**config.mk**
```make
export PLATFORM = sky130hd
export DESIGN_NAME = sparse_polynomial_add
export DESIGN_NICKNAME = d
export VERILOG_FILES = /design/src/rtl/spa_pkg.sv /design/src/rtl/sparse_polynomial_add.sv /design/src/rtl/spa_cell.sv
export SDC_FILE = /design/constraint.sdc
export NUM_CORES = 2
export LEC_CHECK = 0
export BUFFER_PORTS_ARGS = -buffer_cell sky130_fd_sc_hd__clkbuf_2
export CAP_MARGIN = 5
export CORE_ASPECT_RATIO = 0.7
export CORE_MARGIN = 3
export CORE_UTILIZATION = 47
export DETAILED_ROUTE_END_ITERATION = 6
export PLACE_DENSITY = 0.66
export SETUP_SLACK_MARGIN = 0.3
export SYNTH_ARGS = -nofsm -noshare
export SYNTH_HDL_FRONTEND = slang
export SYNTH_HIERARCHICAL = 1
export SYNTH_SLANG_ARGS = --single-unit
export TNS_END_PERCENT = 5
```
**constraint.sdc**
```tcl
create_clock -name clk -period 16.95 [get_ports clk]
set_clock_uncertainty 0.15 [all_clocks]
set_input_delay 0 -clock clk [delete_from_list [all_inputs] [get_ports clk]]
set_output_delay 0 -clock clk [all_outputs]
set_load 0.1 [all_outputs]
```
**src/rtl/spa_pkg.sv**
```systemverilog
`timescale 1ns / 1ps
// Shared types for the sparse polynomial adder: term record, result record,
// command codes and the control bundle driven into each term cell.
// No dependencies.
package spa_pkg;

  typedef enum logic [1:0] {
    CMD_APPEND_FIRST  = 2'd0,
    CMD_APPEND_SECOND = 2'd1,
    CMD_RUN           = 2'd2,
    CMD_CLEAR         = 2'd3
  } cmd_e;

  // one stored term, 40 bits
  typedef struct packed {
    logic signed [15:0] coef;
    logic        [7:0]  ex;
    logic        [7:0]  ey;
    logic        [7:0]  ez;
  } term_t;

  // one result item
  typedef struct packed {
    logic signed [16:0] coef;
    logic        [7:0]  ex;
    logic        [7:0]  ey;
    logic        [7:0]  ez;
    logic               last;
    logic               empty;
    logic               ovf;
  } res_t;

  // per-cell controls
  typedef struct packed {
    logic wr_first;   // load first-store entry
    logic wr_second;  // load second-store entry
    logic clr_used;   // clear used mark
    logic mark_en;    // set used mark if this cell is the first match
    logic live;       // second-store entry holds a valid term
  } cell_ctrl_t;

endpackage

```
**src/rtl/sparse_polynomial_add.sv**
```systemverilog
`timescale 1ns / 1ps
// Sparse three-variable polynomial adder, top level.
// Depends on spa_pkg and spa_cell.
//
// Usage:
//   Input channel s_*: one request per command. s_tuser carries the command
//   (append to first store, append to second store, run, clear); s_tdata
//   carries the term for appends. Appends and clears finish in the cycle they
//   are accepted and produce nothing. A full store drops the term and sets a
//   sticky overflow flag, cleared by the clear command and by reset.
//   Output channel m_*: the run command emits the result terms, one request
//   each, with m_tlast on the final one. An all-cancelled sum gives a single
//   zero term flagged empty in m_tuser.
//   Sequence: each first-store term is handled in ST_KEY (key load), then in
//   ST_MATCH (a compare across the row of cells with a first-match chain);
//   the leftover sweep in ST_SECOND then visits one second-store entry per
//   cycle while the receiver keeps up; ST_KEY and ST_SECOND close the two
//   sweeps and ST_FINISH ends the run. s_tready stays low from a run command
//   until the sequencer is back in idle.
//   s_tready is high only between runs. One result is held back so the final
//   one can carry m_tlast; an output register parts the block from the
//   receiver, and a stalled receiver just holds the sequencer.
//   Reset (rst, synchronous) empties both stores, clears the used marks and
//   the overflow flag, and drops any result in flight.
module sparse_polynomial_add #(
  parameter int MAX_TERMS = 16
) (
  input  logic        clk,
  input  logic        rst,
  input  logic        s_tvalid,
  output logic        s_tready,
  input  logic [39:0] s_tdata,   // coef[15:0], exp_x[23:16], exp_y[31:24], exp_z[39:32]
  input  logic [1:0]  s_tuser,   // cmd[1:0]
  output logic        m_tvalid,
  input  logic        m_tready,
  output logic [47:0] m_tdata,   // sum_coef[16:0], out_exp_x[24:17], out_exp_y[32:25],
                                 // out_exp_z[40:33]
  output logic        m_tlast,   // last_term
  output logic [1:0]  m_tuser    // empty_result[0], overflow_seen[1]
);
  import spa_pkg::*;

  localparam int CNT_W = $clog2(MAX_TERMS + 1);
  localparam int IDX_W = (MAX_TERMS > 1) ? $clog2(MAX_TERMS) : 1;

  typedef enum logic [4:0] {
    ST_IDLE   = 5'b00001,
    ST_KEY    = 5'b00010,
    ST_MATCH  = 5'b00100,
    ST_SECOND = 5'b01000,
    ST_FINISH = 5'b10000
  } state_t;

  state_t           state, state_next;
  logic [CNT_W-1:0] first_count, second_count;
  logic [CNT_W-1:0] idx, idx_next;
  logic             overflow_flag;
  term_t            key;
  res_t             pend, out_item;
  logic             pend_valid, out_valid;

  term_t            in_term;
  cmd_e             in_cmd;
  logic             in_fire;
  logic             out_free, can_push, push;
  res_t             push_item;
  res_t             fin_item;
  logic             mark_en, clr_used, key_load;

  cell_ctrl_t         ctrl [MAX_TERMS];
  logic [MAX_TERMS:0] found;
  logic [MAX_TERMS-1:0] match, used;
  term_t              first_terms [MAX_TERMS];
  term_t              second_terms [MAX_TERMS];
  logic signed [15:0] match_coef;
  logic signed [16:0] sum;
  term_t              sec_cur;

  assign in_term.coef = s_tdata[15:0];
  assign in_term.ex   = s_tdata[23:16];
  assign in_term.ey   = s_tdata[31:24];
  assign in_term.ez   = s_tdata[39:32];
  assign in_cmd       = cmd_e'(s_tuser);

  assign s_tready = (state == ST_IDLE);
  assign in_fire  = s_tvalid && s_tready;
  assign out_free = !out_valid || m_tready;
  assign can_push = !pend_valid || out_free;

  // ---- row of term cells ----
  assign found[0] = 1'b0;
  genvar k;
  generate
    for (k = 0; k < MAX_TERMS; k++) begin : g_cell
      localparam logic [CNT_W-1:0] K = CNT_W'(k);
      assign ctrl[k].wr_first  = in_fire && (in_cmd == CMD_APPEND_FIRST) &&
                                 (first_count == K);
      assign ctrl[k].wr_second = in_fire && (in_cmd == CMD_APPEND_SECOND) &&
                                 (second_count == K);
      assign ctrl[k].clr_used  = clr_used;
      assign ctrl[k].mark_en   = mark_en;
      assign ctrl[k].live      = (K < second_count);

      spa_cell u_cell (
        .clk        (clk),
        .rst        (rst),
        .ctrl       (ctrl[k]),
        .wr_term    (in_term),
        .key        (key),
        .found_in   (found[k]),
        .found_out  (found[k+1]),
        .match      (match[k]),
        .first_term (first_terms[k]),
        .second_term(second_terms[k]),
        .used       (used[k])
      );
    end
  endgenerate

  // at most one cell matches, so an OR of gated coefficients selects it
  always_comb begin
    match_coef = '0;
    for (int n = 0; n < MAX_TERMS; n++) begin
      if (match[n]) begin
        match_coef = match_coef | second_terms[n].coef;
      end
    end
  end

  assign sum     = 17'(key.coef) + 17'(match_coef);
  assign sec_cur = second_terms[idx[IDX_W-1:0]];

  // ---- sequencer ----
  always_comb begin
    state_next = state;
    idx_next   = idx;
    push       = 1'b0;
    push_item  = '0;
    mark_en    = 1'b0;
    clr_used   = 1'b0;
    key_load   = 1'b0;
    unique case (state)
      ST_IDLE: begin
        if (in_fire && (in_cmd == CMD_RUN || in_cmd == CMD_CLEAR)) begin
          clr_used = 1'b1;
        end
        if (in_fire && in_cmd == CMD_RUN) begin
          idx_next   = '0;
          state_next = ST_KEY;
        end
      end
      ST_KEY: begin
        if (idx < first_count) begin
          key_load   = 1'b1;
          state_next = ST_MATCH;
        end else begin
          idx_next   = '0;
          state_next = ST_SECOND;
        end
      end
      ST_MATCH: begin
        push_item.coef = found[MAX_TERMS] ? sum : 17'(key.coef);
        push_item.ex   = key.ex;
        push_item.ey   = key.ey;
        push_item.ez   = key.ez;
        push_item.ovf  = overflow_flag;
        if (found[MAX_TERMS] && sum == '0) begin
          mark_en    = 1'b1;
          idx_next   = idx + 1'b1;
          state_next = ST_KEY;
        end else if (can_push) begin
          push       = 1'b1;
          mark_en    = 1'b1;
          idx_next   = idx + 1'b1;
          state_next = ST_KEY;
        end
      end
      ST_SECOND: begin
        push_item.coef = 17'(sec_cur.coef);
        push_item.ex   = sec_cur.ex;
        push_item.ey   = sec_cur.ey;
        push_item.ez   = sec_cur.ez;
        push_item.ovf  = overflow_flag;
        if (idx >= second_count) begin
          state_next = ST_FINISH;
        end else if (used[idx[IDX_W-1:0]]) begin
          idx_next = idx + 1'b1;
        end else if (can_push) begin
          push     = 1'b1;
          idx_next = idx + 1'b1;
        end
      end
      ST_FINISH: begin
        if (out_free) begin
          state_next = ST_IDLE;
        end
      end
      default: state_next = ST_IDLE;
    endcase
  end

  always_ff @(posedge clk) begin
    if (rst) begin
      state <= ST_IDLE;
    end else begin
      state <= state_next;
    end
    idx <= idx_next;
    if (key_load) begin
      key <= first_terms[idx[IDX_W-1:0]];
    end
  end

  // store counts and sticky overflow
  always_ff @(posedge clk) begin
    if (rst) begin
      first_count   <= '0;
      second_count  <= '0;
      overflow_flag <= 1'b0;
    end else if (in_fire) begin
      case (in_cmd)
        CMD_APPEND_FIRST: begin
          if (first_count >= CNT_W'(MAX_TERMS)) overflow_flag <= 1'b1;
          else first_count <= first_count + 1'b1;
        end
        CMD_APPEND_SECOND: begin
          if (second_count >= CNT_W'(MAX_TERMS)) overflow_flag <= 1'b1;
          else second_count <= second_count + 1'b1;
        end
        CMD_CLEAR: begin
          first_count   <= '0;
          second_count  <= '0;
          overflow_flag <= 1'b0;
        end
        default: ;
      endcase
    end
  end

  // final item of a run: the held-back term, or the empty marker
  always_comb begin
    fin_item = '0;
    if (pend_valid) begin
      fin_item = pend;
    end else begin
      fin_item.empty = 1'b1;
      fin_item.ovf   = overflow_flag;
    end
    fin_item.last = 1'b1;
  end

  // held-back result and output register
  always_ff @(posedge clk) begin
    if (rst) begin
      pend_valid <= 1'b0;
      out_valid  <= 1'b0;
    end else begin
      if (push) begin
        pend_valid <= 1'b1;
        out_valid  <= pend_valid || (out_valid && !m_tready);
      end else if (state == ST_FINISH && out_free) begin
        pend_valid <= 1'b0;
        out_valid  <= 1'b1;
      end else if (out_valid && m_tready) begin
        out_valid <= 1'b0;
      end
    end
  end

  always_ff @(posedge clk) begin
    if (push) begin
      pend <= push_item;
      if (pend_valid) begin
        out_item <= pend;
      end
    end else if (state == ST_FINISH && out_free) begin
      out_item <= fin_item;
    end
  end

  assign m_tvalid = out_valid;
  assign m_tdata  = {7'd0, out_item.ez, out_item.ey, out_item.ex, out_item.coef};
  assign m_tlast  = out_item.last;
  assign m_tuser  = {out_item.ovf, out_item.empty};

endmodule

```
**src/rtl/spa_cell.sv**
```systemverilog
`timescale 1ns / 1ps
// One term cell: holds entry k of both term stores and the used mark of the
// second-store entry; compares against the broadcast key and passes the
// first-match chain to its neighbor. Depends on spa_pkg.
module spa_cell (
  input  logic               clk,
  input  logic               rst,
  input  spa_pkg::cell_ctrl_t ctrl,
  input  spa_pkg::term_t     wr_term,
  input  spa_pkg::term_t     key,
  input  logic               found_in,
  output logic               found_out,
  output logic               match,
  output spa_pkg::term_t     first_term,
  output spa_pkg::term_t     second_term,
  output logic               used
);
  import spa_pkg::*;

  logic hit;

  always_ff @(posedge clk) begin
    if (ctrl.wr_first) begin
      first_term <= wr_term;
    end
    if (ctrl.wr_second) begin
      second_term <= wr_term;
    end
  end

  always_ff @(posedge clk) begin
    if (rst) begin
      used <= 1'b0;
    end else if (ctrl.clr_used) begin
      used <= 1'b0;
    end else if (ctrl.mark_en && match) begin
      used <= 1'b1;
    end
  end

  // used marks do not gate the match: repeated exponents hit the same entry
  assign hit = ctrl.live && (second_term.ex == key.ex) &&
               (second_term.ey == key.ey) && (second_term.ez == key.ez);
  assign match     = hit && !found_in;
  assign found_out = found_in || hit;

endmodule

```
Yosys cells after proc, flatten, opt, wreduce, memory -nomap -nowiden:

Cells that the tools add are included.

* $add $sub $neg: 4
* $mul: 0
* divide/modulo/power cells: 0
* $lt $le $gt $ge: 22
* equal/unequal tests: 97
* shifts and indexed selects: 0
* multiplexer cells: 68
* bitwise operators: 16
* reductions and logical operators: 175

Operators by type and width (count)
* $eq 8x8->1: 48
* $bmux 40 s4: 2
* $mux 16: 16
* $or 16x16->16: 15
* $mux 40: 4
* $mux 44: 3
* $logic_and 1x1->1: 120
* $eq 5x4->1 const B: 17
* $pmux 41 s2: 1
* $mux 5: 13
* $eq 5x3->1 const B: 9
* $mux 42: 1
* $lt 4x5->1 const A: 8
* $eq 5x2->1 const B: 5
* $pmux 5 s5: 1
* $lt 3x5->1 const A: 4
* $pmux 5 s2: 2
* $pmux 5 s4: 1
* $logic_or 1x1->1: 19
* $logic_not 1->1: 18
* $mux 1: 18
* $add 16x16->17: 1
* $logic_not 17->1: 1
* $mux 17: 1
* other kinds (29): 54

* flip-flop bits (word level): 1445
* latch bits: 0
* memory bits (writable): 0
* memory bits (read-only): 0
* bits of input ports: 46
* output and inout bits: 53
* word-level logic and storage cells: 549
* memories: 0

Logic depth before layout (Yosys ltp):

* depth after elaboration: 42
* gate-level depth with buffers: 41
* depth with buffers taken out: 37

Hierarchy:

Netlist, hierarchy kept.

Modules (own cells, without submodules)
* spa_cell: times used 16, cells an instance 119, area each 2725.1 um^2
* sparse_polynomial_add: times used 1, cells an instance 1666, area each 18848.1 um^2

Least setup slack after synthesis:

Ideal clock, no wire load.

* path type: register to register
* from: reg, netlist name key[21]
* to: reg out_item (netlist bit m_tdata[0]) (enable)
* setup time: 0.460 ns
* arrival time: 9.112 ns
* path slack: 7.228 ns
* stages on the path, launching flop included: 36
* path buffers: 2
* clock period less this slack: 9.722 ns
* cells stage by stage: edfxtp_1 xnor2_1 nand4_1 or4_4 o21bai_1 o21bai_1 o21bai_1 o21bai_1 o21bai_1 o21bai_1 o21bai_1 o21bai_1 o21bai_1 o21bai_1 o21bai_1 o21bai_1 o21bai_1 o21bai_1 o21bai_1 nor3_2 clkbuf_1 clkbuf_1 a221oi_1 nand4_1 ha_1 inv_1 fa_1 nor2b_4 o2111a_1 o41ai_2 nand2_1 a22oi_1 a311oi_2 a21oi_2 o21ai_0 a21oi_1

RTL lines
* $eq 8x8->1 *: RTL line spa_cell.sv:42 `assign hit = ctrl.live && (second_term.ex == key.ex) &&`
* $logic_and 1x1->1 * (2 in a row): RTL line spa_cell.sv:42
* $logic_and 1x1->1 *: RTL line spa_cell.sv:43 `(second_term.ey == key.ey) && (second_term.ez == key.ez);`
* via found[1]: RTL line sparse_polynomial_add.sv:71 `logic [MAX_TERMS:0] found;`
* $logic_or 1x1->1 *: RTL line spa_cell.sv:45 `assign found_out = found_in || hit;`
* via found[2]: RTL line sparse_polynomial_add.sv:71
* $logic_or 1x1->1 *: RTL line spa_cell.sv:45
* via found[3]: RTL line sparse_polynomial_add.sv:71
* [1 not listed]
* via found[4]: RTL line sparse_polynomial_add.sv:71
* [1 not listed]
* via found[5]: RTL line sparse_polynomial_add.sv:71
* [1 not listed]
* via found[6]: RTL line sparse_polynomial_add.sv:71
* [1 not listed]
* via found[7]: RTL line sparse_polynomial_add.sv:71
* [1 not listed]
* via found[8]: RTL line sparse_polynomial_add.sv:71
* [1 not listed]
* via found[9]: RTL line sparse_polynomial_add.sv:71
* [1 not listed]
* via found[10]: RTL line sparse_polynomial_add.sv:71
* [1 not listed]
* via found[11]: RTL line sparse_polynomial_add.sv:71
* [1 not listed]
* via found[12]: RTL line sparse_polynomial_add.sv:71
* [1 not listed]
* via found[13]: RTL line sparse_polynomial_add.sv:71
* [1 not listed]
* via found[14]: RTL line sparse_polynomial_add.sv:71
* [1 not listed]
* via found[15]: RTL line sparse_polynomial_add.sv:71
* [2 not listed]
* via match[15]: RTL line sparse_polynomial_add.sv:72 `logic [MAX_TERMS-1:0] match, used;`
* $mux 16 *: RTL line sparse_polynomial_add.sv:124 `if (match[n]) begin`
* $add 16x16->17 *: RTL line sparse_polynomial_add.sv:130 `assign sum = 17'(key.coef) + 17'(match_coef);`
* $logic_not 17->1 *: RTL line sparse_polynomial_add.sv:167 `if (found[MAX_TERMS] && sum == '0) begin`
* $logic_and 1x1->1 *: RTL line sparse_polynomial_add.sv:167
* $mux 1 *: RTL line sparse_polynomial_add.sv:167
* $pmux 1 s2 *: RTL line sparse_polynomial_add.sv:142 `unique case (state)`
* $ne 2x2->1 (no source line) or $reduce_bool 2->1 (tied branches)
* $reduce_and 2->1 (no source line) *
* to (signal assigned): RTL line sparse_polynomial_add.sv:274 `out_item <= pend;`
* to (signal assigned): RTL line sparse_polynomial_add.sv:277 `out_item <= fin_item;`
* to (decl): RTL line sparse_polynomial_add.sv:59 `res_t pend, out_item;`

Mark *: on every way through the listed nets, which the timed path passes. The rest lies on a longest branch.
A chain may end at the register's enable or synchronous reset.

Final worst setup path:

* from: reg, netlist name key[21]
* to: reg out_item (netlist bit m_tuser[1]), data pin

RTL lines
* $eq 8x8->1: RTL line spa_cell.sv:42
* $logic_and 1x1->1 (2 in a row): RTL line spa_cell.sv:42
* $logic_and 1x1->1: RTL line spa_cell.sv:43
* via found[1]: RTL line sparse_polynomial_add.sv:71
* $logic_or 1x1->1: RTL line spa_cell.sv:45
* via found[2]: RTL line sparse_polynomial_add.sv:71
* $logic_or 1x1->1: RTL line spa_cell.sv:45
* via found[3]: RTL line sparse_polynomial_add.sv:71
* [1 not listed]
* via found[4]: RTL line sparse_polynomial_add.sv:71
* [1 not listed]
* via found[5]: RTL line sparse_polynomial_add.sv:71
* [1 not listed]
* via found[6]: RTL line sparse_polynomial_add.sv:71
* [1 not listed]
* via found[7]: RTL line sparse_polynomial_add.sv:71
* [1 not listed]
* via found[8]: RTL line sparse_polynomial_add.sv:71
* [1 not listed]
* via found[9]: RTL line sparse_polynomial_add.sv:71
* [1 not listed]
* via found[10]: RTL line sparse_polynomial_add.sv:71
* [1 not listed]
* via found[11]: RTL line sparse_polynomial_add.sv:71
* [1 not listed]
* via found[12]: RTL line sparse_polynomial_add.sv:71
* [1 not listed]
* via found[13]: RTL line sparse_polynomial_add.sv:71
* [1 not listed]
* via found[14]: RTL line sparse_polynomial_add.sv:71
* [1 not listed]
* via found[15]: RTL line sparse_polynomial_add.sv:71
* [2 not listed]
* via match[15]: RTL line sparse_polynomial_add.sv:72
* $mux 16: RTL line sparse_polynomial_add.sv:124
* $add 16x16->17: RTL line sparse_polynomial_add.sv:130
* $logic_not 17->1: RTL line sparse_polynomial_add.sv:167
* $logic_and 1x1->1: RTL line sparse_polynomial_add.sv:167
* $mux 1: RTL line sparse_polynomial_add.sv:167
* $pmux 1 s2: RTL line sparse_polynomial_add.sv:142
* $mux 44: RTL line sparse_polynomial_add.sv:271 `if (push) begin`

The timed path passes the listed nets, and every way through them passes these cells.

==> run metrics <==
share of layout cells above drive strength 1 between 20% and 30%; Clock Tree Root clkbuf_16; R2R Path End m_tuser[1]$_DFFE_PP_; Flop pwr share about 47%; simple logic cell fraction of the synthesized area 4.41%; H-tree depth 4; top sig layer met5; remaining global-route overflow 0; Util after Layout between 50% and 60%; Internal Power about 6.4 mW; port bufs about 90; Via density about 6.4; first-pass GRT wire length 258000 um; MaxCap Viol Count 0; Worst R2R Setup Slack 6.54 ns; clk buf depth 3; clock-pin slew on the worst setup and hold paths 0.06 ns; remaining antenna violation count 0; Post-DP HPWL about 110000 um; Setup TNS 0 ns; final hold vios 0; via count about 36000; drt drc 0; share of synthesized cell area in full adder, half adder and majority cells less than 1%; xor and xnor fraction of the mapped netlist area 5.54%; Slew Limit Fails 0; Comb power frac ~17%; Static Leakage 22.6 nW; postcts setup bufs 0; worst-path fanout max 43; Metal-1 WL 78400 um; DR iter-0 viols 5721; wirelength, routed 181000 um; clock tree from TritonCTS done; main combinational cell family by area after synthesis multiplexers; Synth Warn # 6; Synth Area in Compound Gates 5.98%; IO Count 99; RD Place Congestion 0.983; clk_lat worst skew around 0.77 ns; Routed WL per cell between 30 and 40 um; crit path to m_tuser[1]$_DFFE_PP_; row count approximately 110; switching power approximately 2.2 mW; Worst Max-Slew Pin Slew around 1.1 ns; R2R Path Start key[21]$_DFFE_PP_; Final #Nets 3842; crit share post-route 61.4%; ys flop type edfxtp_1; Crit. End Element register; vias in the first global route 34364; post-synthesis mux area share 13.0%; async set or reset register ratio after synthesis 0%; Avg Inst Size Synth roughly 17 um2; Worst Setup SP key[21]$_DFFE_PP_; initial antenna violation count 14; Pwr per Cell Area 122 nW/um2; met3 WL 26200 um; Slew Limit Headroom about 26%; overall routing resource usage roughly a quarter; die area 137000 um2; DR pass1 iterations 6; Cell Area, Synth approximately 62000 um2; worst hold path type primary input to register; Critical-path top delay cell edfxtp_1; largest net degree at the start of global routing 124; Peak Freq 0.0961 GHz; CP required 17.31 ns; WS Path Type register to register; FF+latch count, synth 1445; Finish-stage setup viols 0; TritonCTS Sinks between 1000 and 1500; most frequent CP cell o21bai_1; Die W ~440 um; CP startpoint kind register; RSZ-0062 raised after global routing false; power share of the clock group 36.8%; Max stage delay on crit path between 0.9 and 1 ns; Seq/Total Area, Yosys slightly below 70%; cell count after synthesis approximately 3600; WL met2 72100 um; hold_ws 0.330 ns; core area roughly 130000 um2; Total Power 8.59 mW; total CTS buffers 138; status finished, final reports clean; Die H ~310 um; Distinct cells, synth 70; Max VDD drop 0.113 mV; R2R depth 33; Initial Util 47.5%; switching share of total power 25.8%; crit path DAT ~11 ns; min Tclk post-route around 10 ns; EDFF count, synth 1411; Layout area overhead 12.7%
==> worst max-delay path, delay by kind of cell (launching register included) <==
| kind | cells | cell delay [ns] |
|---|---|---|
| buf+inv | 1 | 0.27 |
| mux | 1 | 0.46 |
| compound gates | 22 | 5.13 |
| simple gates | 7 | 2.57 |
| flops | 1 | 0.93 |
| fa+ha+maj | 1 | 0.38 |
| xor+xnor | 1 | 0.20 |
==> state kept, by name, summed over array words and instances (netlist names) <==
| name | cells |
|---|---|
| key | 40 |
| state | 5 |
| pend_valid | 1 |
| g_cell.u_cell/first_term | 640 |
| m_tuser | 2 |
| g_cell.u_cell/used | 16 |
| pend | 42 |
| second_count | 5 |
| overflow_flag | 1 |
| m_tdata | 41 |
| m_tlast | 1 |
| g_cell.u_cell/second_term | 640 |
| idx | 5 |
| first_count | 5 |
| m_tvalid | 1 |
==> placed cells by master (no fill, tap or decap), types with 27 or more instances in the layout <==
cell type,count
nand4_1,68
dlygate4sd3_1,51
edfxtp_1,1411
ha_1,34
clkbuf_2,91
and2_1,44
o21ai_0,127
a221oi_1,105
xnor2_1,213
a22oi_1,50
nand3_1,31
inv_1,27
a22o_1,85
xor2_1,182
nor2_1,54
mux2i_1,136
mux4_2,279
nand2_1,116
dfxtp_1,34
a21oi_1,72
nor4_1,33
clkbuf_16,145
nor3_1,27
mux2_2,42
buf_4,82
==> synth_stat cells, drive strengths merged, types with 5 or more instances <==
| library cell | number | area, um2 |
|---|---|---|
| ha | 34 | 425 |
| a22o | 85 | 744 |
| nand3 | 31 | 155 |
| xnor2 | 213 | 1870 |
| buf | 55 | 275 |
| a31o | 17 | 149 |
| a211oi | 5 | 37.5 |
| a21o | 9 | 67.6 |
| mux4 | 279 | 6280 |
| nand2b | 7 | 43.8 |
| o21bai | 17 | 128 |
| nor2 | 69 | 259 |
| o21ai | 127 | 636 |
| inv | 28 | 105 |
| a31oi | 5 | 31.3 |
| and3 | 9 | 56.3 |
| nand2 | 117 | 439 |
| nor2b | 9 | 63.8 |
| mux2i | 136 | 1360 |
| clkbuf | 129 | 484 |
| edfxtp | 1411 | 42400 |
| nor3 | 47 | 315 |
| a21oi | 74 | 374 |
| xor2 | 182 | 1590 |
| a22oi | 50 | 375 |
| or4 | 18 | 195 |
| nand4 | 68 | 425 |
| dfxtp | 34 | 681 |
| and2 | 68 | 425 |
| nor4 | 36 | 225 |
| a221oi | 105 | 920 |
| mux2 | 43 | 488 |
==> logic make-up (layout without fill, tap and decap cells) <==
family / count (synthesis) / in the layout
flip-flops: 1445 / 1445
buffers and inverters: 212 / 498
other: 1 / 15
AO/OA/AOI/OAI: 526 / 526
adder cells (fa/ha/maj): 35 / 35
XOR/XNOR: 395 / 395
multiplexers: 458 / 458
AND/OR/NAND/NOR: 498 / 498
==> what timing repair did <==
action | CTS | global route
gates resized for setup | 0 | 0
hold buffers | 51 | 0
hold endpoints to repair | 1339 | 0
==> worst min path at each step <==
stage,from,to,slack [ns],depth (start not counted)
2_1_floorplan,s_tdata[32],g_cell[0].u_cell/first_term[0]$_DFFE_PP_,-0.05,0
3_3_place_gp,pend[23]$_DFFE_PP_,m_tdata[21]$_DFFE_PP_,0.35,1
4_1_cts,m_tready,pend_valid$_SDFFE_PP0P_,0.25,5
5_1_grt,m_tready,pend_valid$_SDFFE_PP0P_,0.30,5
3_5_place_dp,pend[42]$_DFFE_PP_,m_tdata[15]$_DFFE_PP_,0.35,1
6_report,m_tready,pend_valid$_SDFFE_PP0P_,0.33,5
==> stage by stage <==
step                      instance area (um2)  std cells  worst slack, ns
after global routing                    70400       5615             6.02
after global placement                  65300       5321             6.84
after detailed placement                65300       5321             6.66
after CTS                               70400       5615             6.63
final                                   70400       5621             6.54
after floorplan                         62500       3578             7.23
==> metal layers <==
metal	global-route usage, %	up-vias
met5	0	-
met4	7.13	2
met3	9.53	259
met2	34.1	2365
met1	41.1	18555
li1	-	14846
==> power by group through the flow <==
stage / clock network (mW) / logic, mW / registers (mW)
after floorplan: 0 / 0.962 / 4.05
after global placement: 0 / 1.40 / 4.07
after detailed placement: 0 / 1.41 / 4.07
after CTS: 3.21 / 1.42 / 3.99
after global routing: 3.35 / 1.53 / 3.99
final: 3.16 / 1.44 / 3.99
==> area by class of cell <==
class,count,area [um2]
fillers,10382,61000
multi-input cells,1921,18800
repair buffers,227,1640
clock buffers,175,3780
clock inverters,68,782
well taps,1751,2190
flip-flops and latches,1445,43100
inverters,28,105
diodes,6,15.0
(Power assumes the default switching activity.)
